[src/rtl/ttm_pkg.sv]
// Shared constants, register indexes and types of the trigger to throttle mapper.
package ttm_pkg;

  localparam int SAMPLE_BITS = 12;
  localparam int Q_FRAC      = 16;
  localparam int QW          = SAMPLE_BITS + Q_FRAC;
  localparam int FR_W        = Q_FRAC + 1;
  localparam int TH_W        = 16;
  localparam int SPD_W       = 2;
  localparam int MUL_W       = 7;
  localparam int BRAKE_SH    = 7;
  localparam int DV_W        = TH_W + MUL_W;
  localparam int THR_W       = 8;
  localparam int DQ          = THR_W;
  localparam int RC_W        = 11;
  localparam int IN_W        = ((SAMPLE_BITS + SPD_W + 7) / 8) * 8;
  localparam int OUT_W       = ((THR_W + RC_W + SPD_W + 1 + 7) / 8) * 8;
  localparam int CFG_AW      = 3;
  localparam int CFG_DW      = 16;
  localparam int QD          = 4;
  localparam int QP_W        = 2;
  localparam int QC_W        = QP_W + 1;

  localparam logic [FR_W-1:0]  Q_ONE      = {1'b1, {Q_FRAC{1'b0}}};
  localparam logic [MUL_W-1:0] SPEED_STEP = 7'd42;
  localparam logic [RC_W-1:0]  RC_CENTER  = 11'd1500;

  localparam logic [CFG_AW-1:0] REG_TRIG_LOW  = 3'd0;
  localparam logic [CFG_AW-1:0] REG_TRIG_HIGH = 3'd1;
  localparam logic [CFG_AW-1:0] REG_REVERSE   = 3'd2;
  localparam logic [CFG_AW-1:0] REG_BRAKE     = 3'd3;
  localparam logic [CFG_AW-1:0] REG_IDLE      = 3'd4;
  localparam logic [CFG_AW-1:0] REG_FULL      = 3'd5;
  localparam logic [CFG_AW-1:0] REG_MARGIN    = 3'd6;
  localparam logic [CFG_AW-1:0] REG_FILTER    = 3'd7;

  localparam logic [SAMPLE_BITS-1:0] RST_TRIG_LOW  = SAMPLE_BITS'(200);
  localparam logic [SAMPLE_BITS-1:0] RST_TRIG_HIGH = SAMPLE_BITS'(900);
  localparam logic [TH_W-1:0]        RST_BRAKE     = 16'd22938;
  localparam logic [TH_W-1:0]        RST_IDLE      = 16'd42598;
  localparam logic [TH_W-1:0]        RST_FULL      = 16'd62259;
  localparam logic [TH_W-1:0]        RST_MARGIN    = 16'd32768;

  typedef struct packed {
    logic [SAMPLE_BITS-1:0] trig_low;
    logic [SAMPLE_BITS-1:0] trig_high;
    logic                   reverse_enable;
    logic [TH_W-1:0]        brake_threshold;
    logic [TH_W-1:0]        idle_threshold;
    logic [TH_W-1:0]        full_threshold;
    logic [TH_W-1:0]        bad_margin;
    logic                   filter_enable;
  } cfg_t;

  // One classified item on its way from the front part to the back part.
  typedef struct packed {
    logic             send;
    logic             div_en;
    logic             neg;
    logic [DV_W-1:0]  dividend;
    logic [TH_W-1:0]  divisor;
    logic [THR_W-1:0] thr_const;
    logic [SPD_W-1:0] speed;
    logic             fault;
  } qent_t;

endpackage

[src/rtl/ttm_front.sv]
// Front part: takes samples, normalizes them with a pipelined divider and classifies the zone.
module ttm_front (
  input  logic                            clk,
  input  logic                            rst_n,
  input  ttm_pkg::cfg_t                   cfg,
  input  logic                            in_valid,
  output logic                            in_ready,
  input  logic [ttm_pkg::SAMPLE_BITS-1:0] raw_angle,
  input  logic [ttm_pkg::SPD_W-1:0]       switch_bits,
  output logic                            push,
  output ttm_pkg::qent_t                  push_data,
  input  logic                            q_full
);
  import ttm_pkg::*;

  localparam int NST = QW + 3;
  localparam int SB  = SAMPLE_BITS;

  localparam logic [1:0] ZN_BRAKE = 2'd0;
  localparam logic [1:0] ZN_IDLE  = 2'd1;
  localparam logic [1:0] ZN_PART  = 2'd2;
  localparam logic [1:0] ZN_FULL  = 2'd3;

  typedef struct packed {
    logic             qneg;
    logic [SPD_W-1:0] speed;
    logic             fault;
  } fstg_t;

  typedef struct packed {
    logic             send;
    logic [1:0]       zone;
    logic [FR_W-1:0]  fc;
    logic [SPD_W-1:0] speed;
    logic             fault;
  } cls_t;

  logic            adv;
  logic [NST-1:0]  v_r;
  logic [SB-1:0]   smp;
  logic [SB:0]     diff;
  logic [SB:0]     span;
  logic [SB-1:0]   dmag;
  logic [SB-1:0]   smag;
  logic            span_zero;
  fstg_t           st_in;

  logic [SB-1:0]   rem_r [0:QW-1];
  logic [QW-1:0]   nq_r  [0:QW];
  fstg_t           st_r  [0:QW];
  logic [SB:0]     step_rs  [0:QW-1];
  logic [SB:0]     step_rd  [0:QW-1];
  logic            step_ge  [0:QW-1];
  logic [SB-1:0]   step_rem [0:QW-1];
  logic [QW-1:0]   step_nq  [0:QW-1];

  logic [QW-1:0]   q;
  logic            qneg;
  logic [FR_W-1:0] hi_lim;
  logic            q_gt_m;
  logic            q_gt_h;
  logic            q_gt_one;
  logic            reject;
  cls_t            cls_nxt;
  cls_t            cls_r;

  logic [MUL_W-1:0] sp42;
  logic [TH_W-1:0]  d_brk;
  logic [TH_W-1:0]  d_par;
  logic [DV_W-1:0]  prod;
  qent_t            p_nxt;
  qent_t            p_r;

  assign adv      = !(v_r[NST-1] && q_full);
  assign in_ready = adv;
  assign push     = v_r[NST-1] && !q_full;
  assign push_data = p_r;

  assign smp       = cfg.reverse_enable ? ~raw_angle : raw_angle;
  assign diff      = {1'b0, smp} - {1'b0, cfg.trig_low};
  assign span      = {1'b0, cfg.trig_high} - {1'b0, cfg.trig_low};
  assign dmag      = diff[SB] ? (~diff[SB-1:0] + 1'b1) : diff[SB-1:0];
  assign smag      = span[SB] ? (~span[SB-1:0] + 1'b1) : span[SB-1:0];
  assign span_zero = (cfg.trig_low == cfg.trig_high);

  always_comb begin
    st_in.qneg  = diff[SB] ^ span[SB];
    st_in.speed = (switch_bits == '0) ? SPD_W'(1) : switch_bits;
    st_in.fault = (switch_bits == '0);
  end

  always_comb begin
    for (int k = 0; k < QW; k++) begin
      step_rs[k]  = {rem_r[k], nq_r[k][QW-1]};
      step_rd[k]  = step_rs[k] - {1'b0, smag};
      step_ge[k]  = (step_rs[k] >= {1'b0, smag});
      step_rem[k] = step_ge[k] ? step_rd[k][SB-1:0] : step_rs[k][SB-1:0];
      step_nq[k]  = {nq_r[k][QW-2:0], step_ge[k]};
    end
  end

  always_ff @(posedge clk) begin
    if (!rst_n) begin
      v_r <= '0;
    end else if (adv) begin
      v_r <= {v_r[NST-2:0], in_valid};
    end
  end

  always_ff @(posedge clk) begin
    if (adv) begin
      rem_r[0] <= '0;
      nq_r[0]  <= {dmag, {Q_FRAC{1'b0}}};
      st_r[0]  <= st_in;
      for (int k = 0; k < QW; k++) begin
        nq_r[k+1] <= step_nq[k];
        st_r[k+1] <= st_r[k];
      end
      for (int k = 0; k < QW - 1; k++) begin
        rem_r[k+1] <= step_rem[k];
      end
    end
  end

  assign q        = nq_r[QW];
  assign qneg     = st_r[QW].qneg;
  assign hi_lim   = {1'b0, cfg.bad_margin} + Q_ONE;
  assign q_gt_m   = (q > QW'(cfg.bad_margin));
  assign q_gt_h   = (q > QW'(hi_lim));
  assign q_gt_one = (q > QW'(Q_ONE));
  assign reject   = cfg.filter_enable && (qneg ? q_gt_m : q_gt_h);

  always_comb begin
    cls_nxt.send  = !span_zero && !reject;
    cls_nxt.speed = st_r[QW].speed;
    cls_nxt.fault = st_r[QW].fault;
    if (qneg) begin
      cls_nxt.fc = '0;
    end else if (q_gt_one) begin
      cls_nxt.fc = Q_ONE;
    end else begin
      cls_nxt.fc = q[FR_W-1:0];
    end
    if (cls_nxt.fc < {1'b0, cfg.brake_threshold}) begin
      cls_nxt.zone = ZN_BRAKE;
    end else if (cls_nxt.fc < {1'b0, cfg.idle_threshold}) begin
      cls_nxt.zone = ZN_IDLE;
    end else if (cls_nxt.fc < {1'b0, cfg.full_threshold}) begin
      cls_nxt.zone = ZN_PART;
    end else begin
      cls_nxt.zone = ZN_FULL;
    end
  end

  always_ff @(posedge clk) begin
    if (adv) begin
      cls_r <= cls_nxt;
    end
  end

  assign sp42  = MUL_W'(cls_r.speed) * SPEED_STEP;
  assign d_brk = cfg.brake_threshold - cls_r.fc[TH_W-1:0];
  assign d_par = cls_r.fc[TH_W-1:0] - cfg.idle_threshold;
  assign prod  = DV_W'(d_par) * DV_W'(sp42);

  always_comb begin
    p_nxt.send      = cls_r.send;
    p_nxt.speed     = cls_r.speed;
    p_nxt.fault     = cls_r.fault;
    p_nxt.div_en    = 1'b0;
    p_nxt.neg       = 1'b0;
    p_nxt.dividend  = '0;
    p_nxt.divisor   = '0;
    p_nxt.thr_const = '0;
    if (cls_r.send) begin
      unique case (cls_r.zone)
        ZN_BRAKE: begin
          p_nxt.div_en   = 1'b1;
          p_nxt.neg      = 1'b1;
          p_nxt.dividend = {d_brk, {BRAKE_SH{1'b0}}};
          p_nxt.divisor  = cfg.brake_threshold;
        end
        ZN_PART: begin
          p_nxt.div_en   = 1'b1;
          p_nxt.dividend = prod;
          p_nxt.divisor  = cfg.full_threshold - cfg.idle_threshold;
        end
        ZN_FULL: begin
          p_nxt.thr_const = {1'b0, sp42} + 1'b1;
        end
        default: begin
          p_nxt.thr_const = '0;
        end
      endcase
    end
  end

  always_ff @(posedge clk) begin
    if (adv) begin
      p_r <= p_nxt;
    end
  end

endmodule

[src/rtl/ttm_fifo.sv]
// Short first-word-fall-through queue between the front and back parts.
module ttm_fifo (
  input  logic           clk,
  input  logic           rst_n,
  input  logic           push,
  input  ttm_pkg::qent_t push_data,
  output logic           full,
  input  logic           pop,
  output ttm_pkg::qent_t head,
  output logic           empty
);
  import ttm_pkg::*;

  qent_t            mem_r [0:QD-1];
  logic [QP_W-1:0]  wptr_r;
  logic [QP_W-1:0]  wptr_nxt;
  logic [QP_W-1:0]  rptr_r;
  logic [QP_W-1:0]  rptr_nxt;
  logic [QC_W-1:0]  cnt_r;
  logic [QC_W-1:0]  cnt_nxt;

  assign full  = (cnt_r == QC_W'(QD));
  assign empty = (cnt_r == '0);
  assign head  = mem_r[rptr_r];

  always_comb begin
    wptr_nxt = push ? wptr_r + 1'b1 : wptr_r;
    rptr_nxt = pop ? rptr_r + 1'b1 : rptr_r;
    cnt_nxt  = cnt_r + QC_W'(push) - QC_W'(pop);
  end

  always_ff @(posedge clk) begin
    if (!rst_n) begin
      wptr_r <= '0;
      rptr_r <= '0;
      cnt_r  <= '0;
    end else begin
      wptr_r <= wptr_nxt;
      rptr_r <= rptr_nxt;
      cnt_r  <= cnt_nxt;
    end
  end

  always_ff @(posedge clk) begin
    if (push) begin
      mem_r[wptr_r] <= push_data;
    end
  end

endmodule

[src/rtl/ttm_back.sv]
// Back part: pipelined zone division, sign and channel offset, and the output register.
module ttm_back (
  input  logic                       clk,
  input  logic                       rst_n,
  input  ttm_pkg::qent_t             head,
  input  logic                       q_empty,
  output logic                       pop,
  output logic                       out_valid,
  input  logic                       out_ready,
  output logic                       out_send,
  output logic [ttm_pkg::THR_W-1:0]  out_throttle,
  output logic [ttm_pkg::RC_W-1:0]   out_rc_value,
  output logic [ttm_pkg::SPD_W-1:0]  out_speed,
  output logic                       out_fault
);
  import ttm_pkg::*;

  typedef struct packed {
    logic             send;
    logic             div_en;
    logic             neg;
    logic [TH_W-1:0]  divisor;
    logic [THR_W-1:0] thr_const;
    logic [SPD_W-1:0] speed;
    logic             fault;
  } bstg_t;

  logic            adv;
  logic [DQ-1:0]   v_r;
  logic [TH_W-1:0] rem_r [0:DQ-1];
  logic [DQ-1:0]   nq_r  [0:DQ-1];
  bstg_t           st_r  [0:DQ-1];
  logic [TH_W-1:0] cur_rem [0:DQ-1];
  logic [DQ-1:0]   cur_nq  [0:DQ-1];
  bstg_t           cur_st  [0:DQ-1];
  logic [TH_W:0]   step_rs [0:DQ-1];
  logic [TH_W:0]   step_rd [0:DQ-1];
  logic            step_ge [0:DQ-1];

  bstg_t            last;
  logic [DQ-1:0]    quo;
  logic [THR_W-1:0] thr;
  logic             out_valid_r;
  logic             out_send_r;
  logic [THR_W-1:0] out_thr_r;
  logic [RC_W-1:0]  out_rc_r;
  logic [SPD_W-1:0] out_speed_r;
  logic             out_fault_r;

  assign adv = !out_valid_r || out_ready;
  assign pop = adv && !q_empty;

  always_comb begin
    cur_rem[0]          = TH_W'(head.dividend >> DQ);
    cur_nq[0]           = head.dividend[DQ-1:0];
    cur_st[0].send      = head.send;
    cur_st[0].div_en    = head.div_en;
    cur_st[0].neg       = head.neg;
    cur_st[0].divisor   = head.divisor;
    cur_st[0].thr_const = head.thr_const;
    cur_st[0].speed     = head.speed;
    cur_st[0].fault     = head.fault;
    for (int k = 1; k < DQ; k++) begin
      cur_rem[k] = rem_r[k-1];
      cur_nq[k]  = nq_r[k-1];
      cur_st[k]  = st_r[k-1];
    end
    for (int k = 0; k < DQ; k++) begin
      step_rs[k] = {cur_rem[k], cur_nq[k][DQ-1]};
      step_rd[k] = step_rs[k] - {1'b0, cur_st[k].divisor};
      step_ge[k] = (step_rs[k] >= {1'b0, cur_st[k].divisor});
    end
  end

  always_ff @(posedge clk) begin
    if (!rst_n) begin
      v_r <= '0;
    end else if (adv) begin
      v_r <= {v_r[DQ-2:0], !q_empty};
    end
  end

  always_ff @(posedge clk) begin
    if (adv) begin
      for (int k = 0; k < DQ; k++) begin
        rem_r[k] <= step_ge[k] ? step_rd[k][TH_W-1:0] : step_rs[k][TH_W-1:0];
        nq_r[k]  <= {cur_nq[k][DQ-2:0], step_ge[k]};
        st_r[k]  <= cur_st[k];
      end
    end
  end

  assign last = st_r[DQ-1];
  assign quo  = nq_r[DQ-1];

  always_comb begin
    if (!last.div_en) begin
      thr = last.thr_const;
    end else if (last.neg) begin
      thr = ~THR_W'(quo) + 1'b1;
    end else begin
      thr = THR_W'(quo);
    end
  end

  always_ff @(posedge clk) begin
    if (!rst_n) begin
      out_valid_r <= 1'b0;
    end else if (adv) begin
      out_valid_r <= v_r[DQ-1];
    end
  end

  always_ff @(posedge clk) begin
    if (adv) begin
      out_send_r  <= last.send;
      out_thr_r   <= thr;
      out_rc_r    <= RC_CENTER + {{(RC_W-THR_W){thr[THR_W-1]}}, thr};
      out_speed_r <= last.speed;
      out_fault_r <= last.fault;
    end
  end

  assign out_valid    = out_valid_r;
  assign out_send     = out_send_r;
  assign out_throttle = out_thr_r;
  assign out_rc_value = out_rc_r;
  assign out_speed    = out_speed_r;
  assign out_fault    = out_fault_r;

endmodule

[src/rtl/trigger_to_throttle_mapper_top.sv]
// Top level of the trigger to throttle mapper: configuration registers and stream ports.
//
// Each trigger sample transfer produces exactly one result transfer. One sample is
// accepted every clock cycle while the result stream does not back-pressure the
// pipeline. A sample passes through the fully pipelined dividers: one quotient bit
// per stage for the normalization (sample width plus 16 stages) and eight stages
// for the zone scaling, with the queue between the two halves. Results keep the
// order of the samples. The configuration registers may only be rewritten while no
// sample is in flight.
module trigger_to_throttle_mapper_top (
  input  logic                         clk,
  input  logic                         rst_n,
  input  logic                         in_tvalid,
  output logic                         in_tready,
  // Fields from bit 0: raw_angle, switch_bits, zero fill.
  input  logic [ttm_pkg::IN_W-1:0]     in_tdata,
  output logic                         out_tvalid,
  input  logic                         out_tready,
  // Fields from bit 0: throttle, rc_value, speed_level, switch_fault, zero fill.
  output logic [ttm_pkg::OUT_W-1:0]    out_tdata,
  // Fields from bit 0: send.
  output logic                         out_tuser,
  input  logic                         cfg_we,
  input  logic [ttm_pkg::CFG_AW-1:0]   cfg_addr,
  input  logic [ttm_pkg::CFG_DW-1:0]   cfg_wdata
);
  import ttm_pkg::*;

  cfg_t             cfg_r;
  logic             push;
  qent_t            push_data;
  logic             q_full;
  logic             pop;
  qent_t            head;
  logic             q_empty;
  logic             o_send;
  logic [THR_W-1:0] o_thr;
  logic [RC_W-1:0]  o_rc;
  logic [SPD_W-1:0] o_speed;
  logic             o_fault;

  always_ff @(posedge clk) begin
    if (!rst_n) begin
      cfg_r.trig_low        <= RST_TRIG_LOW;
      cfg_r.trig_high       <= RST_TRIG_HIGH;
      cfg_r.reverse_enable  <= 1'b1;
      cfg_r.brake_threshold <= RST_BRAKE;
      cfg_r.idle_threshold  <= RST_IDLE;
      cfg_r.full_threshold  <= RST_FULL;
      cfg_r.bad_margin      <= RST_MARGIN;
      cfg_r.filter_enable   <= 1'b1;
    end else if (cfg_we) begin
      unique case (cfg_addr)
        REG_TRIG_LOW:  cfg_r.trig_low        <= cfg_wdata[SAMPLE_BITS-1:0];
        REG_TRIG_HIGH: cfg_r.trig_high       <= cfg_wdata[SAMPLE_BITS-1:0];
        REG_REVERSE:   cfg_r.reverse_enable  <= cfg_wdata[0];
        REG_BRAKE:     cfg_r.brake_threshold <= cfg_wdata[TH_W-1:0];
        REG_IDLE:      cfg_r.idle_threshold  <= cfg_wdata[TH_W-1:0];
        REG_FULL:      cfg_r.full_threshold  <= cfg_wdata[TH_W-1:0];
        REG_MARGIN:    cfg_r.bad_margin      <= cfg_wdata[TH_W-1:0];
        REG_FILTER:    cfg_r.filter_enable   <= cfg_wdata[0];
        default: begin
          cfg_r <= cfg_r;
        end
      endcase
    end
  end

  ttm_front u_front (
    .clk         (clk),
    .rst_n       (rst_n),
    .cfg         (cfg_r),
    .in_valid    (in_tvalid),
    .in_ready    (in_tready),
    .raw_angle   (in_tdata[SAMPLE_BITS-1:0]),
    .switch_bits (in_tdata[SAMPLE_BITS+SPD_W-1:SAMPLE_BITS]),
    .push        (push),
    .push_data   (push_data),
    .q_full      (q_full)
  );

  ttm_fifo u_fifo (
    .clk       (clk),
    .rst_n     (rst_n),
    .push      (push),
    .push_data (push_data),
    .full      (q_full),
    .pop       (pop),
    .head      (head),
    .empty     (q_empty)
  );

  ttm_back u_back (
    .clk          (clk),
    .rst_n        (rst_n),
    .head         (head),
    .q_empty      (q_empty),
    .pop          (pop),
    .out_valid    (out_tvalid),
    .out_ready    (out_tready),
    .out_send     (o_send),
    .out_throttle (o_thr),
    .out_rc_value (o_rc),
    .out_speed    (o_speed),
    .out_fault    (o_fault)
  );

  assign out_tuser = o_send;
  assign out_tdata = {{(OUT_W-THR_W-RC_W-SPD_W-1){1'b0}}, o_fault, o_speed, o_rc, o_thr};

endmodule

[config.mk]
export PLATFORM = sky130hd
export DESIGN_NAME = trigger_to_throttle_mapper_top
export DESIGN_NICKNAME = d
export VERILOG_FILES = /design/src/rtl/ttm_pkg.sv /design/src/rtl/ttm_front.sv /design/src/rtl/ttm_fifo.sv /design/src/rtl/ttm_back.sv /design/src/rtl/trigger_to_throttle_mapper_top.sv
export SDC_FILE = /design/constraint.sdc
export NUM_CORES = 2
export LEC_CHECK = 0
export BUFFER_PORTS_ARGS = -buffer_cell sky130_fd_sc_hd__buf_2
export CORE_ASPECT_RATIO = 0.9
export CORE_MARGIN = 5
export CORE_UTILIZATION = 65
export DETAILED_ROUTE_END_ITERATION = 10
export GPL_TIMING_DRIVEN = 0
export PLACE_DENSITY = 0.85
export SETUP_SLACK_MARGIN = 0.05
export SYNTH_ARGS = -nofsm -noshare
export SYNTH_HDL_FRONTEND = slang
export SYNTH_SLANG_ARGS = --single-unit
[constraint.sdc]
create_clock -name clk -period 56.8 [get_ports clk]
set_input_delay 11.36 -clock clk [delete_from_list [all_inputs] [get_ports clk]]
set_output_delay 11.36 -clock clk [all_outputs]
set_load 0.03 [all_outputs]
-- After elaboration in Yosys (flattened, before gate mapping)
Memories as Yosys holds them, arrays and structs flattened. A register that Yosys moved wholly into a read port is not among the register bits.
Cells that the tools add are included.
- memory bits (writable): 1908
- word-level logic and storage cells: 233
- output and inout bits: 27
- input port bits: 40
- memories: 7
- bits in registers: 235
- memory list (memory ; words ; width ; rd ports ; clocked after memory_dff ; write ports ; line ; RTL):
    u_front.nq_r ; 29 ; 28 ; 29 ; 0 ; 29 ; ttm_front.sv:49 ; logic [QW-1:0] nq_r [0:QW];
    u_front.rem_r ; 28 ; 12 ; 28 ; 0 ; 28 ; ttm_front.sv:48 ; logic [SB-1:0] rem_r [0:QW-1];
    u_back.st_r ; 8 ; 30 ; 8 ; 0 ; 8 ; ttm_back.sv:32 ; bstg_t st_r [0:DQ-1];
    u_fifo.mem_r ; 4 ; 53 ; 1 ; 1 ; 1 ; ttm_fifo.sv:14 ; qent_t mem_r [0:QD-1];
    u_back.rem_r ; 8 ; 16 ; 7 ; 0 ; 8 ; ttm_back.sv:30 ; logic [TH_W-1:0] rem_r [0:DQ-1];
    u_front.st_r ; 29 ; 4 ; 29 ; 0 ; 29 ; ttm_front.sv:50 ; fstg_t st_r [0:QW];
    +1 memories ; -- ; -- ; -- ; -- ; -- ; -- ;
- $add $sub $neg: 50
- reductions and logical operators: 27
- muxes and demuxes: 56
- multiply operators: 2
- eq/ne operators: 11
- magnitude comparators: 42
- bitwise operators: 5
- operators by type and width (cell ; number):
    $ge A13 B12 Y1 ; 28
    $mux W12 ; 30
    $sub A12 B12 Y12 ; 27
    $sub A16 B16 Y16 ; 11
    $mux W16 ; 8
    $ge A17 B16 Y1 ; 7
    $pmux W39 S2 ; 1
    $lt A17 B16 Y1 ; 3
    $not A12 Y12 ; 3
    $mux W17 ; 2
    $gt A28 B16 Y1 ; 1
    $gt A28 B17 Y1 ; 1
    $gt A28 B17 Y1 const B ; 1
    $sub A12 B12 Y13 ; 2
    $add A12 B1 Y12 const B ; 2
    $mul A16 B6 Y22 ; 1
    $reduce_and A2 Y1 ; 9
    $add A16 B17 Y17 const B ; 1
    $ge A16 B16 Y1 ; 1
    $mux W8 ; 2
    $eq A3 B3 Y1 const B ; 5
    $eq A12 B12 Y1 ; 1
    $add A11 B11 Y11 const A ; 1
    $mux W1 ; 10
    18 further kinds ; 35

-- Depth between registers and ports, before layout
An unclocked memory read counts as a cell.
- depth in word-level cells: 7
- depth in mapped cells: 31
- mapped depth without buffers: 31

-- By module
From an unflattened synthesis, not the netlist that was laid out.
- cells, all modules: 6872
- area, all modules: 88209.6 µm²
- by module, submodules not included (module ; instances ; cells each ; area each (µm²) ; sequential area each (µm²)):
    ttm_front ; 1 ; 4617 ; 55903.6 ; 30439.2
    ttm_back ; 1 ; 1592 ; 20607.3 ; 12792.3
    ttm_fifo ; 1 ; 320 ; 8154.1 ; 6546.3
    trigger_to_throttle_mapper_top ; 1 ; 343 ; 3544.6 ; 1801.7

-- Least setup slack after synthesis
OpenSTA, ideal clock, no wires.
- kind: register -> output
- start point: reg u_fifo.cnt_r[1]
- end point: out in_tready
- setup slack: 17.434 ns
- path buffers: 2
- cell stages (with the launch flop): 6
- data arrival time: 28.006 ns
- data required time: 45.440 ns
- path through: dfxtp_1 > nor2_1 > and3_1 > clkbuf_1 > inv_1 > clkbuf_1
- longest elaborated chain between the ends: 3
- RTL lines (element ; line ; RTL):
    from (decl) ; ttm_fifo.sv:19 ; logic [QC_W-1:0] cnt_r;
    from (signal assigned) ; ttm_fifo.sv:40 ; cnt_r <= cnt_nxt;
    $eq A3 B3 Y1 ; ttm_fifo.sv:22 ; assign full = (cnt_r == QC_W'(QD));
    $logic_and A1 B1 Y1 ; ttm_front.sv:74 ; assign adv = !(v_r[NST-1] && q_full);
    $logic_not A1 Y1 ; ttm_front.sv:74 ;
    to (decl) ; trigger_to_throttle_mapper_top.sv:14 ; output logic in_tready,
No other way between the ends.

-- Worst setup path after layout
Ends and elaborated chain as after synthesis.

==> metrics.txt <==
outcome complete, no violations; Synth-to-Final Area Change 10.8%; Clock Latency Late Sink 820 ps; full die area 137000 um^2; Commonest cells post-synth edfxtp_1, ha_1, nand2_1; Pre-antenna DRT Iters 9; sequential cell area 49400 um^2; CP Max Fanout between 60 and 70; CTS tree yes; VDD IR-drop max 0.0000442 V; DP HPWL about 120 mm; CTS Root Buffer Type clkbuf_16; Die Y 352 um; Worst-Margin Slew ~1300 ps; min-delay worst type flip-flop to flip-flop; multi-input logic area 32500 um^2; post-synth top area share 55.2%; All-Layer GR Usage 26.3%; 1st-iter DRT viols between 4000 and 5000; Clock Skew 51.1 ps; max_cap viols 0; Tcrit/Tclk final a little over a quarter; pin count of the biggest net entering global routing 113; synth unique cells 84; Crit Path Category flip-flop to primary output; max-slew violations 0; Arrival @ worst endpoint 3960 ps; number of buffers created by CTS 165; Worst Path Required 45440 ps; GR Overflow Total 0; # port buffers between 50 and 60; Main synth FF type edfxtp_1; fin crit period 15320 ps; vias per cell ~6.2; number of synthesized register bits 1693; clk sinks 1693; Mapped Cells 6627; endpoints failing hold 0; RSZ-0062 raised after global routing false; Max Clk Rate 0.0653 GHz; Starting Density 65.5%; DRT Wirelength 183 mm; yosys warns 0; Slew headroom between 10 and 15%; FFs w/ async S/R, synth 0%; Synth Cell Area 84500 um^2; Ports 67; DR WL/cell 20.9 um; share of cells above drive strength 1 9.24%; final net count ~7700; clk slew on worst S/H paths ~60 ps; # setup viols final 0; register area share after synthesis 58.5%; Static Leak 38.0 nW; Yosys top cell by area edfxtp_1; initial antenna violation count 11; placed cell count 8443; Worst setup SP type flip-flop; die span in x 390 um; Mapped Avg Cell Area approximately 13 um^2; Final GP Congestion about 0.94; Hold-fix buffers, CTS 0; number of remaining DRC errors 0; Crit. End Element primary output; Non-Filler Instances 8757; first-pass GRT wire length 289 mm; Final WS setup 41480 ps; number of gates resized after cts 0; total negative slack 0 ps; Core ar. 129000 um^2; most frequent cell after synthesis edfxtp_1; vias in the first global route 54100; # Post-CTS Setup Buffers 0; Filler Cell Count 7984; Max Buffers Root-to-Sink 3; DP Worst Slack roughly 42000 ps; # rows 125; PwrDens 58.9 nW/um^2; vias 54000; Routed Antenna Nets 0; EDFF count, synth between 1500 and 2000; H-tree Lvls 4; Synth area leaders edfxtp_1, ha_1, dfxtp_1, nand2_1, xnor2_1
[area by class of cell]
type	count	area share, %
clock buffer	213	4.76
multi-input combinational	4229	34.7
antenna	6	0.0160
inverter	568	2.28
clock inverter	95	1.19
buffer	138	0.623
tap	1714	2.29
timing repair buffer	101	1.31
sequential	1693	52.8
[per-layer routing]
layer | wire, um | track usage (%) | vias up | share of wire, %
met1 | 73700 | 35.7 | 26100 | 40
met3 | 14800 | 4.46 | 540 | 8.1
met5 | 0 | 0 | - | 0
li1 | - | - | 24900 | -
met4 | 7780 | 10.7 | 0 | 4.3
met2 | 86500 | 42.8 | 2511 | 47
[final timing paths]
check	cells after the start	slack, ps	to	start
setup / recovery	9	41480	in_tready	u_fifo.cnt_r[1]$_SDFF_PN0_
hold / removal	0	370	u_front.nq_r[0][202]$_DFFE_PN_	u_front.nq_r[0][173]$_DFFE_PN_
setup reg to reg	27	49490	u_front.push_data[49]$_SDFFCE_PN0N_	cfg_r[34]$_SDFFE_PN1P_
hold reg to reg	0	370	u_front.nq_r[0][202]$_DFFE_PN_	u_front.nq_r[0][173]$_DFFE_PN_
[registers in the layout, summed over array words and instances, names as in the netlist, 22 cells and up, named ones only]
| signal | flops |
|---|---|
| u_front.nq_r | 484 |
| u_front.rem_r | 324 |
| u_fifo.mem_r | 188 |
| u_back.st_r | 184 |
| u_front.st_r | 116 |
| u_back.rem_r | 112 |
| cfg_r | 90 |
| u_back.nq_r | 57 |
| u_front.push_data | 47 |
| u_front.v_r | 31 |
| u_front.cls_r | 22 |
[cells in the final DEF, fill, tap and decap left out, types with 23 or more instances in the layout]
master	netlist	layout
clkbuf_16	0	168
nor4_1	35	35
o22ai_1	23	23
edfxtp_1	1554	1554
dfxtp_1	139	139
o21bai_1	66	66
nand4_1	93	93
nor2b_1	83	83
and2_1	45	41
or2_2	28	28
nand3_1	65	65
a211oi_1	62	62
clkbuf_1	101	135
buf_2	18	76
or3_1	26	26
fa_1	92	92
ha_1	626	626
a21oi_1	279	279
a21boi_0	120	120
a21o_1	166	166
mux4_2	45	45
o31ai_1	61	61
o21a_1	78	78
xor2_1	152	148
and3_1	27	27
inv_1	565	564
nand2_1	621	621
o21ai_0	316	316
mux2i_1	44	43
nor3_1	108	108
nor2_1	279	279
o211ai_1	45	45
clkinv_1	2	31
xnor2_1	254	249
nand2b_1	42	42
clkinv_2	0	25
mux2_2	159	159
[metrics by stage]
stage	hold WS [ps]	total power, mW	util, %	area [um^2]
after floorplan	400	3.72	-	84500
after global placement	400	4.18	67.4	86900
after detailed placement	405	4.31	68.2	88000
after CTS	372	5.48	72.5	93600
after global routing	377	5.85	72.5	93600
final	371	5.51	72.5	93600
[power by group]
group | switching (mW) | internal [mW]
registers | 0.186 | 1.87
clock network | 0.485 | 0.627
logic | 1.34 | 0.997
[worst max-delay path, stage by stage (launching register included)]
cell and delay [ps]:
dfxtp_1 440, nor2_1 110, and3_1 210, clkbuf_1 150, inv_1 140, clkbuf_4 740
buf_16 330, buf_12 310, buf_16 310, buf_2 270
[kinds of logic (layout without fill, tap and decap cells)]
group	count (synthesis)	count (layout)	share of synthesized area (%)
DFF	1693	1693	58.5
and+or+nand+nor	1491	1491	8.24
AOI/OAI and AO/OA	1362	1362	10.5
adders and majority gates	719	719	11.5
buffers and inverters	706	1115	3.21
xor gates and xnor gates	406	406	4.21
muxes	248	248	3.84
other	2	9	0.00889
Power figures use the tool's default switching activity.
